===== src/rtl/rhp_pkg.sv =====
// ----------------------------------------------------------------------------
// rhp_pkg
// Shared types, character codes, field codes and helper functions for the
// race heartbeat line parser.
// ----------------------------------------------------------------------------
package rhp_pkg;

    // Buffer sizes.
    localparam int LAP_DIGITS  = 5;
    localparam int TIME_DIGITS = 6;

    // Character codes.
    localparam logic [7:0] CHAR_COMMA = 8'h2C;
    localparam logic [7:0] CHAR_LF    = 8'h0A;
    localparam logic [7:0] CHAR_CR    = 8'h0D;
    localparam logic [7:0] CHAR_ZERO  = 8'h30;
    localparam logic [7:0] CHAR_NINE  = 8'h39;
    localparam logic [7:0] CHAR_G     = 8'h47;
    localparam logic [7:0] CHAR_Y     = 8'h59;
    localparam logic [7:0] CHAR_R     = 8'h52;
    localparam logic [7:0] CHAR_F     = 8'h46;

    // Field index codes within one line.
    localparam logic [2:0] FIELD_LAPS = 3'd1;
    localparam logic [2:0] FIELD_TTG  = 3'd2;
    localparam logic [2:0] FIELD_TOD  = 3'd3;
    localparam logic [2:0] FIELD_RACE = 3'd4;
    localparam logic [2:0] FIELD_FLAG = 3'd5;
    localparam logic [2:0] FIELD_LAST = 3'd7;

    // Flag state codes.
    typedef enum logic [2:0] {
        FLAG_NONE   = 3'd0,
        FLAG_GREEN  = 3'd1,
        FLAG_YELLOW = 3'd2,
        FLAG_RED    = 3'd3,
        FLAG_FINISH = 3'd4
    } flag_t;

    // Six BCD digits of one HHMMSS time, first received digit at index 0.
    typedef logic [TIME_DIGITS-1:0][3:0] digits_t;

    typedef struct packed {
        logic [6:0] hours;
        logic [6:0] minutes;
        logic [6:0] seconds;
    } hms_t;

    // One input beat as held in the input register.
    typedef struct packed {
        logic       valid;
        logic [7:0] rx_byte;
    } beat_t;

    // One result item.
    typedef struct packed {
        logic [16:0] laps_to_go;
        logic [6:0]  ttg_hours;
        logic [6:0]  ttg_minutes;
        logic [6:0]  ttg_seconds;
        logic [6:0]  tod_hours;
        logic [6:0]  tod_minutes;
        logic [6:0]  tod_seconds;
        logic [6:0]  race_hours;
        logic [6:0]  race_minutes;
        logic [6:0]  race_seconds;
        logic [2:0]  flag_state;
    } result_t;

    function automatic logic is_digit(input logic [7:0] c);
        return (c >= CHAR_ZERO) && (c <= CHAR_NINE);
    endfunction

    // Two BCD digits to binary, tens first.
    function automatic logic [6:0] two_digits(input logic [3:0] tens,
                                              input logic [3:0] ones);
        return {3'b000, tens} * 7'd10 + {3'b000, ones};
    endfunction

    function automatic hms_t pack_time(input digits_t d);
        hms_t t;
        t.hours   = two_digits(d[0], d[1]);
        t.minutes = two_digits(d[2], d[3]);
        t.seconds = two_digits(d[4], d[5]);
        return t;
    endfunction

endpackage


===== src/rtl/rhp_byte_if.sv =====
// ----------------------------------------------------------------------------
// rhp_byte_if
// Valid/ready channel carrying one received character per beat.
// ----------------------------------------------------------------------------
interface rhp_byte_if;
    logic       valid;
    logic       ready;
    logic [7:0] rx_byte;

    modport source (output valid, output rx_byte, input ready);
    modport sink   (input valid, input rx_byte, output ready);
endinterface


===== src/rtl/rhp_result_if.sv =====
// ----------------------------------------------------------------------------
// rhp_result_if
// Valid/ready channel carrying one parsed heartbeat result per beat.
// ----------------------------------------------------------------------------
interface rhp_result_if;
    logic              valid;
    logic              ready;
    rhp_pkg::result_t  result;

    modport source (output valid, output result, input ready);
    modport sink   (input valid, input result, output ready);
endinterface


===== src/rtl/rhp_in_stage.sv =====
// ----------------------------------------------------------------------------
// rhp_in_stage
// Input register: captures one character beat and holds it until the
// parser takes it.
// ----------------------------------------------------------------------------
module rhp_in_stage
(
    input  logic            clk,
    input  logic            rst_n,
    rhp_byte_if.sink        rx,
    input  logic            take,
    output rhp_pkg::beat_t  beat
);
    import rhp_pkg::*;

    logic       valid_reg;
    logic       valid_next;
    logic [7:0] byte_reg;
    logic       accept;

    // The register is free when empty or when its beat leaves this cycle.
    assign rx.ready = !valid_reg || take;
    assign accept   = rx.valid && rx.ready;

    always_comb
    begin
        if (accept)
        begin
            valid_next = 1'b1;
        end
        else if (take)
        begin
            valid_next = 1'b0;
        end
        else
        begin
            valid_next = valid_reg;
        end
    end

    always_ff @(posedge clk or negedge rst_n)
    begin
        if (!rst_n)
        begin
            valid_reg <= 1'b0;
        end
        else
        begin
            valid_reg <= valid_next;
        end
    end

    always_ff @(posedge clk)
    begin
        if (accept)
        begin
            byte_reg <= rx.rx_byte;
        end
    end

    assign beat.valid   = valid_reg;
    assign beat.rx_byte = byte_reg;

endmodule


===== src/rtl/rhp_field_parser.sv =====
// ----------------------------------------------------------------------------
// rhp_field_parser
// Line parser state: field index, digit buffers, latched values. One character
// per cycle is handled; a line end waits for the output and builds the result.
// ----------------------------------------------------------------------------
module rhp_field_parser
(
    input  logic              clk,
    input  logic              rst_n,
    input  rhp_pkg::beat_t    beat,
    input  logic              out_free,
    output logic              take,
    output logic              result_valid,
    output rhp_pkg::result_t  result
);
    import rhp_pkg::*;

    logic [2:0]  field_reg,     field_next;
    logic [2:0]  pos_reg,       pos_next;
    logic [2:0]  lap_count_reg, lap_count_next;
    logic [16:0] lap_acc_reg,   lap_acc_next;
    digits_t     ttg_dig_reg,   ttg_dig_next;
    digits_t     tod_dig_reg,   tod_dig_next;
    digits_t     race_dig_reg,  race_dig_next;
    logic [16:0] laps_reg,      laps_next;
    hms_t        ttg_reg,       ttg_next;
    hms_t        race_reg,      race_next;
    flag_t       flag_reg,      flag_next;

    logic [7:0]  c;
    logic        is_comma;
    logic        is_eol;
    logic        digit_ok;
    logic [3:0]  digit_val;
    logic        store_time;
    hms_t        tod_time;

    assign c         = beat.rx_byte;
    assign is_comma  = (c == CHAR_COMMA);
    assign is_eol    = (c == CHAR_LF) || (c == CHAR_CR);
    assign digit_ok  = is_digit(c);
    assign digit_val = 4'(c - CHAR_ZERO);

    // A line end needs a free output register; other beats always move on.
    assign take         = beat.valid && (!is_eol || out_free);
    assign result_valid = take && is_eol;

    // Time digits go to the current position until the buffer is full.
    assign store_time = digit_ok && (pos_reg < 3'(TIME_DIGITS));

    // Next state for one character.
    always_comb
    begin
        field_next     = field_reg;
        pos_next       = pos_reg;
        lap_count_next = lap_count_reg;
        lap_acc_next   = lap_acc_reg;
        ttg_dig_next   = ttg_dig_reg;
        tod_dig_next   = tod_dig_reg;
        race_dig_next  = race_dig_reg;
        laps_next      = laps_reg;
        ttg_next       = ttg_reg;
        race_next      = race_reg;
        flag_next      = flag_reg;

        // Separators move to the next field, saturating at the last code.
        if (is_comma)
        begin
            if (field_reg != FIELD_LAST)
            begin
                field_next = field_reg + 3'd1;
            end
            pos_next = 3'd0;
        end
        if (is_eol)
        begin
            field_next     = 3'd0;
            pos_next       = 3'd0;
            lap_count_next = 3'd0;
        end

        case (field_next)
            FIELD_LAPS:
            begin
                // The lap value is accumulated as digits arrive; a fresh
                // count restarts it.
                if (digit_ok && (lap_count_reg < 3'(LAP_DIGITS)))
                begin
                    lap_acc_next = ((lap_count_reg == 3'd0) ? 17'd0 : lap_acc_reg)
                                   * 17'd10 + {13'd0, digit_val};
                    lap_count_next = lap_count_reg + 3'd1;
                end
            end
            FIELD_TTG:
            begin
                if (lap_count_reg != 3'd0)
                begin
                    laps_next = lap_acc_reg;
                end
                if (store_time)
                begin
                    ttg_dig_next[pos_reg] = digit_val;
                    pos_next              = pos_reg + 3'd1;
                end
            end
            FIELD_TOD:
            begin
                lap_count_next = 3'd0;
                ttg_next       = pack_time(ttg_dig_reg);
                if (store_time)
                begin
                    tod_dig_next[pos_reg] = digit_val;
                    pos_next              = pos_reg + 3'd1;
                end
            end
            FIELD_RACE:
            begin
                if (store_time)
                begin
                    race_dig_next[pos_reg] = digit_val;
                    pos_next               = pos_reg + 3'd1;
                end
            end
            FIELD_FLAG:
            begin
                race_next = pack_time(race_dig_reg);
                case (c)
                    CHAR_G:  flag_next = FLAG_GREEN;
                    CHAR_Y:  flag_next = FLAG_YELLOW;
                    CHAR_R:  flag_next = FLAG_RED;
                    CHAR_F:  flag_next = FLAG_FINISH;
                    default: flag_next = flag_reg;
                endcase
            end
            default:
            begin
            end
        endcase
    end

    // State registers, updated only when a beat is taken.
    always_ff @(posedge clk or negedge rst_n)
    begin
        if (!rst_n)
        begin
            field_reg     <= 3'd0;
            pos_reg       <= 3'd0;
            lap_count_reg <= 3'd0;
            lap_acc_reg   <= 17'd0;
            ttg_dig_reg   <= '0;
            tod_dig_reg   <= '0;
            race_dig_reg  <= '0;
            laps_reg      <= 17'd0;
            ttg_reg       <= '0;
            race_reg      <= '0;
            flag_reg      <= FLAG_NONE;
        end
        else if (take)
        begin
            field_reg     <= field_next;
            pos_reg       <= pos_next;
            lap_count_reg <= lap_count_next;
            lap_acc_reg   <= lap_acc_next;
            ttg_dig_reg   <= ttg_dig_next;
            tod_dig_reg   <= tod_dig_next;
            race_dig_reg  <= race_dig_next;
            laps_reg      <= laps_next;
            ttg_reg       <= ttg_next;
            race_reg      <= race_next;
            flag_reg      <= flag_next;
        end
    end

    // A line end changes none of the latched values, so the result is built
    // from the current registers. Time of day is converted here.
    assign tod_time = pack_time(tod_dig_reg);

    always_comb
    begin
        result.laps_to_go   = laps_reg;
        result.ttg_hours    = ttg_reg.hours;
        result.ttg_minutes  = ttg_reg.minutes;
        result.ttg_seconds  = ttg_reg.seconds;
        result.tod_hours    = tod_time.hours;
        result.tod_minutes  = tod_time.minutes;
        result.tod_seconds  = tod_time.seconds;
        result.race_hours   = race_reg.hours;
        result.race_minutes = race_reg.minutes;
        result.race_seconds = race_reg.seconds;
        result.flag_state   = flag_reg;
    end

endmodule


===== src/rtl/rhp_out_stage.sv =====
// ----------------------------------------------------------------------------
// rhp_out_stage
// Result register: holds one finished result until the sink takes it.
// ----------------------------------------------------------------------------
module rhp_out_stage
(
    input  logic              clk,
    input  logic              rst_n,
    input  logic              load,
    input  rhp_pkg::result_t  load_data,
    output logic              out_free,
    rhp_result_if.source      res
);
    import rhp_pkg::*;

    logic    valid_reg;
    logic    valid_next;
    result_t result_reg;

    // Free when empty or when the held beat is taken this cycle.
    assign out_free = !valid_reg || res.ready;

    always_comb
    begin
        if (load)
        begin
            valid_next = 1'b1;
        end
        else if (res.ready)
        begin
            valid_next = 1'b0;
        end
        else
        begin
            valid_next = valid_reg;
        end
    end

    always_ff @(posedge clk or negedge rst_n)
    begin
        if (!rst_n)
        begin
            valid_reg <= 1'b0;
        end
        else
        begin
            valid_reg <= valid_next;
        end
    end

    always_ff @(posedge clk)
    begin
        if (load)
        begin
            result_reg <= load_data;
        end
    end

    assign res.valid  = valid_reg;
    assign res.result = result_reg;

endmodule


===== src/rtl/race_heartbeat_parser.sv =====
// ----------------------------------------------------------------------------
// race_heartbeat_parser
// Parses a comma-separated timing heartbeat line one character at a time and
// emits one result with laps, times and flag at each CR or LF.
//
//   Port   | Dir | Beat carries
//   -------+-----+----------------------------------------------
//   rx     | in  | rx_byte: one ASCII character
//   res    | out | result: laps, three HMS times, flag state
//
// One character can be accepted every cycle. A CR or LF is held in the input
// register, and the combinational parser loads its result from there into
// the result register, which then presents it as valid. Reset clears the
// field state, digit buffers and latched values. A stalled result register
// holds up only a line end: it waits in the input register and the input
// stalls behind it, while other characters pass the parser regardless.
// ----------------------------------------------------------------------------
module race_heartbeat_parser
(
    input  logic          clk,
    input  logic          rst_n,
    rhp_byte_if.sink      rx,
    rhp_result_if.source  res
);
    import rhp_pkg::*;

    beat_t   beat;
    logic    take;
    logic    out_free;
    logic    result_valid;
    result_t result;

    // Input register.
    rhp_in_stage u_in_stage
    (
        .clk   (clk),
        .rst_n (rst_n),
        .rx    (rx),
        .take  (take),
        .beat  (beat)
    );

    // Field parsing and latched values.
    rhp_field_parser u_field_parser
    (
        .clk          (clk),
        .rst_n        (rst_n),
        .beat         (beat),
        .out_free     (out_free),
        .take         (take),
        .result_valid (result_valid),
        .result       (result)
    );

    // Result register.
    rhp_out_stage u_out_stage
    (
        .clk       (clk),
        .rst_n     (rst_n),
        .load      (result_valid),
        .load_data (result),
        .out_free  (out_free),
        .res       (res)
    );

endmodule


===== src/flat_wrapper.sv =====
// flat-port wrapper written by rule: the top's interface ports become plain ports
module race_heartbeat_parser_flat import rhp_pkg::*;
  (clk, rst_n, rx_valid, rx_rx_byte, rx_ready, res_valid, res_result, res_ready);
  rhp_byte_if rx_i ();
  rhp_result_if res_i ();
  input  logic clk;
  input  logic rst_n;
  input wire logic [$bits(rx_i.valid)-1:0] rx_valid;
  input wire logic [$bits(rx_i.rx_byte)-1:0] rx_rx_byte;
  output wire logic [$bits(rx_i.ready)-1:0] rx_ready;
  output wire logic [$bits(res_i.valid)-1:0] res_valid;
  output wire logic [$bits(res_i.result)-1:0] res_result;
  input wire logic [$bits(res_i.ready)-1:0] res_ready;
  assign rx_i.valid = rx_valid;
  assign rx_i.rx_byte = rx_rx_byte;
  assign rx_ready = rx_i.ready;
  assign res_valid = res_i.valid;
  assign res_result = res_i.result;
  assign res_i.ready = res_ready;
  race_heartbeat_parser u_core (.clk(clk), .rst_n(rst_n), .rx(rx_i), .res(res_i));
endmodule

===== config.mk =====
export PLATFORM = sky130hd
export DESIGN_NAME = race_heartbeat_parser_flat
export DESIGN_NICKNAME = d
export VERILOG_FILES = /design/src/rtl/rhp_pkg.sv /design/src/rtl/rhp_byte_if.sv /design/src/rtl/rhp_result_if.sv /design/src/rtl/rhp_in_stage.sv /design/src/rtl/rhp_field_parser.sv /design/src/rtl/rhp_out_stage.sv /design/src/rtl/race_heartbeat_parser.sv /design/src/flat_wrapper.sv
export SDC_FILE = /design/constraint.sdc
export NUM_CORES = 1
export LEC_CHECK = 0
export BUFFER_PORTS_ARGS = -buffer_cell sky130_fd_sc_hd__buf_2
export CAP_MARGIN = 20
export CORE_MARGIN = 10
export CORE_UTILIZATION = 54
export CTS_BUF_LIST = sky130_fd_sc_hd__clkbuf_8
export DETAILED_ROUTE_END_ITERATION = 7
export GPL_ROUTABILITY_DRIVEN = 0
export PLACE_DENSITY_LB_ADDON = 0.1
export SLEW_MARGIN = 20
export SYNTH_ARGS = -nofsm -noshare
export SYNTH_HDL_FRONTEND = slang
export SYNTH_SLANG_ARGS = --single-unit

===== constraint.sdc =====
create_clock -name clk -period 7.15 [get_ports clk]
set_clock_uncertainty 0.2 [all_clocks]
set_input_delay 2.145 -clock clk [delete_from_list [all_inputs] [get_ports clk]]
set_output_delay 2.145 -clock clk [all_outputs]
set_load 0.02 [all_outputs]

==> flow_summary.toml <==
[setup_path]
arrival_ns = 3.26
path_delay_family = "simple AND/OR/NAND/NOR gates"
crit_cells = 6
cpPeakStageDelay_ns = 0.92
crit_path_start_kind = "flip-flop"
crit_chain = "or4b_1, nor3_1, nand2_1, nor2_1, inv_1, buf_2"
r2r-start = "u_core.u_field_parser.lap_count_reg[0]$_DFFE_PN0P_"
slowest_stage = "edfxtp_1"
crit_path_max_fanout = 24
reg2reg_depth = 14
cp-end-kind = "output port"
required_ns = 4.81
r2r_end = "u_core.u_field_parser.lap_acc_reg[15]$_DFFE_PN0P_"
critical_path_buf_inv_count = 2
reg2reg_slack_ns = 2.79
crit_type = "flip-flop to output port"

[hold_path]
hp-class = "flip-flop to flip-flop"
hold_end = "u_core.u_out_stage.res.result[81]$_DFFE_PP_"
min-delay-start = "u_core.u_field_parser.laps_reg[15]$_DFFE_PN0P_"
hold_depth = 0

[timing]
finalSetupViolCount = 0
slew_headroom_pct = 32.8
report.final.slew_viol_count = 0
fmax_mhz = 178
hold_ws_ns = 0.241
period_needed_ns = 5.60
fin_tns_setup_ns = 0
rsz0062_at_grt = "false"
worstMarginPinSlew_ns = 1.01
fin_crit_sh_pct = 78.4
report.final.hold_viol_count = 0

[die]
ios = 97
dieArea_mm2 = 0.0295
fp.coreArea_mm2 = 0.0226
chipHeight_um = 172
die_width_um = 172
rows = 55
start_util_pct = 54.9

[clock_tree]
post_cts_buffers = 0
cts_buffers = 42
cts_tree = "built"
cts.sinks = 253
root_buffer = "clkbuf_8"
cts.clk_slew.worst_paths_ns = 0.06
h-tree-depth = 2
hold_buffers = 0
clkLatencyLatePin_ns = 0.55
ctsLongestPathBuffers = 3
cts-resized-gates = 0

[route]
drt-initial-drc-count = 296
drcViolationCount = 0
wl_per_cell_um = 16.1
via_per_inst = 5.21
final_antenna_net_count = 0
routed_wl_um = 22500
num_vias = 7268
dr.pass1.iters = 4

[power_and_ir_drop]
p_sw_share_pct = 22.7
powerDensity_mw_per_mm2 = 216
pwr-share-seq_pct = 51.1
ir_drop_uv = 201
power_switching_w = 0.000692
clockPowerShare_pct = 44.6
p_comb_share_pct = 4.4
p_leak_nw = 6.75
p_int_w = 0.00236
p_total_w = 0.00305

[final_layout]
diodes = 0
fillCellCount = 1801
drive_gt1_share_pct = 26.3
largest_reg_flops = 83
area_growth_pct = 13.7
final_cells = 1396
nNetsFinal = 1192

[logic_synthesis]
yosys-top-cells-area = "dfrtp_1 (33%), edfxtp_1 (22%), ha_1 (8.4%)"
ys.flop_type = "dfrtp_1"
ys_top_cells_by_count = "dfrtp_1 (162), edfxtp_1 (91), nand2_1 (86)"
synth_edf_count = 91
synth-seq-cells = 253
syn-instance-count = 958
synth.largest_area_cell = "dfrtp_1"
post_synth.cell_area_avg_um2 = 13.0
syn_area_mm2 = 0.0124
yosysMostFrequentCell = "dfrtp_1"
synth_top_area_share_pct = 32.6
async_flop_share_pct = 64.0
synth_nets = 1072
synth_seq_area_share_pct = 54.6
ys_warn_count = 0
yosysUniqueCellTypes = 72

[grt]
grt_usage_pct = 15.8
grt_max_degree = 79
antenna_found_initial = 0
overflow = 0
grt_pass1_vias = 7482
grt_pass1_wl_um = 37500

[placed_design]
io_buffers = 96
dp.cells = 1318
hpwl_um = 15500

[flow_run]
drv_cap = 0

[run_status]
status = "finished clean"
[metrics by stage]
stage                     utilization (%)  worst slack, ns  instance area (µm²)
final                                62.4             1.55                14100
after global routing                 62.4             1.27                14100
after CTS                            62.3             1.54                14100
after detailed placement             58.3             1.88                13200
after global placement               58.3             1.87                13200
after floorplan                         -            0.755                12400
[cell usage in the layout, fill, tap and decap left out, types with 25 or more instances in the layout]
| cell type | instances |
|---|---|
| xnor2_1 | 38 |
| mux2_2 | 69 |
| clkbuf_8 | 54 |
| nor2_1 | 31 |
| xor2_1 | 37 |
| inv_1 | 56 |
| edfxtp_1 | 91 |
| mux2_4 | 25 |
| ha_1 | 83 |
| dfrtp_1 | 162 |
| buf_2 | 95 |
| nand2_1 | 86 |
| o21ai_0 | 60 |
[how the worst max path moves through the flow]
stage                                                  from                                         end
floorplan                                         res_ready  u_core.u_out_stage.res.result[0]$_DFFE_PP_
global placement                                  res_ready                                    rx_ready
detailed placement                                res_ready                                    rx_ready
CTS                 u_core.u_in_stage.byte_reg[3]$_DFFE_PP_                                    rx_ready
global route        u_core.u_in_stage.byte_reg[3]$_DFFE_PP_                                    rx_ready
finish              u_core.u_in_stage.byte_reg[3]$_DFFE_PP_                                    rx_ready
[cell families after synthesis]
| kind of cell | share of synthesized area, % |
|---|---|
| flip-flops | 54.6 |
| XOR/XNOR | 5.29 |
| AND/OR/NAND/NOR | 10.1 |
| adder cells (fa/ha/maj) | 11.5 |
| buffers and inverters | 2.29 |
| AO/OA/AOI/OAI | 6.41 |
| multiplexers | 9.73 |
[power groups by stage]
| stage | clock, W | combinational, W | sequential [W] |
|---|---|---|---|
| 5_1_grt | 0.00146 | 0.000152 | 0.00156 |
| 4_1_cts | 0.00140 | 0.000134 | 0.00156 |
| 2_1_floorplan | 0 | 0.000103 | 0.00157 |
| 6_report | 0.00136 | 0.000133 | 0.00156 |
| 3_3_place_gp | 0 | 0.000131 | 0.00159 |
| 3_5_place_dp | 0 | 0.000133 | 0.00159 |
[per-layer routing]
layer | GRT usage [%] | vias to the layer above | routed length [µm]
li1 | - | 3605 | -
met4 | 5.18 | 0 | 421
met1 | 21.5 | 3508 | 10600
met3 | 3.00 | 36 | 1080
met2 | 24.9 | 119 | 10400
met5 | 0 | - | 0
[final cells by class]
cell class / count / area (µm²) / area share [%]
flip-flops and latches: 253 / 6790 / 48.0
multi-input cells: 635 / 5360 / 37.9
clock buffers: 54 / 743 / 5.26
repair buffers: 102 / 539 / 3.82
well taps: 285 / 357 / 2.52
clock inverters: 23 / 179 / 1.27
inverters: 44 / 165 / 1.17
Note: power is estimated with default switching activity, not from simulation.
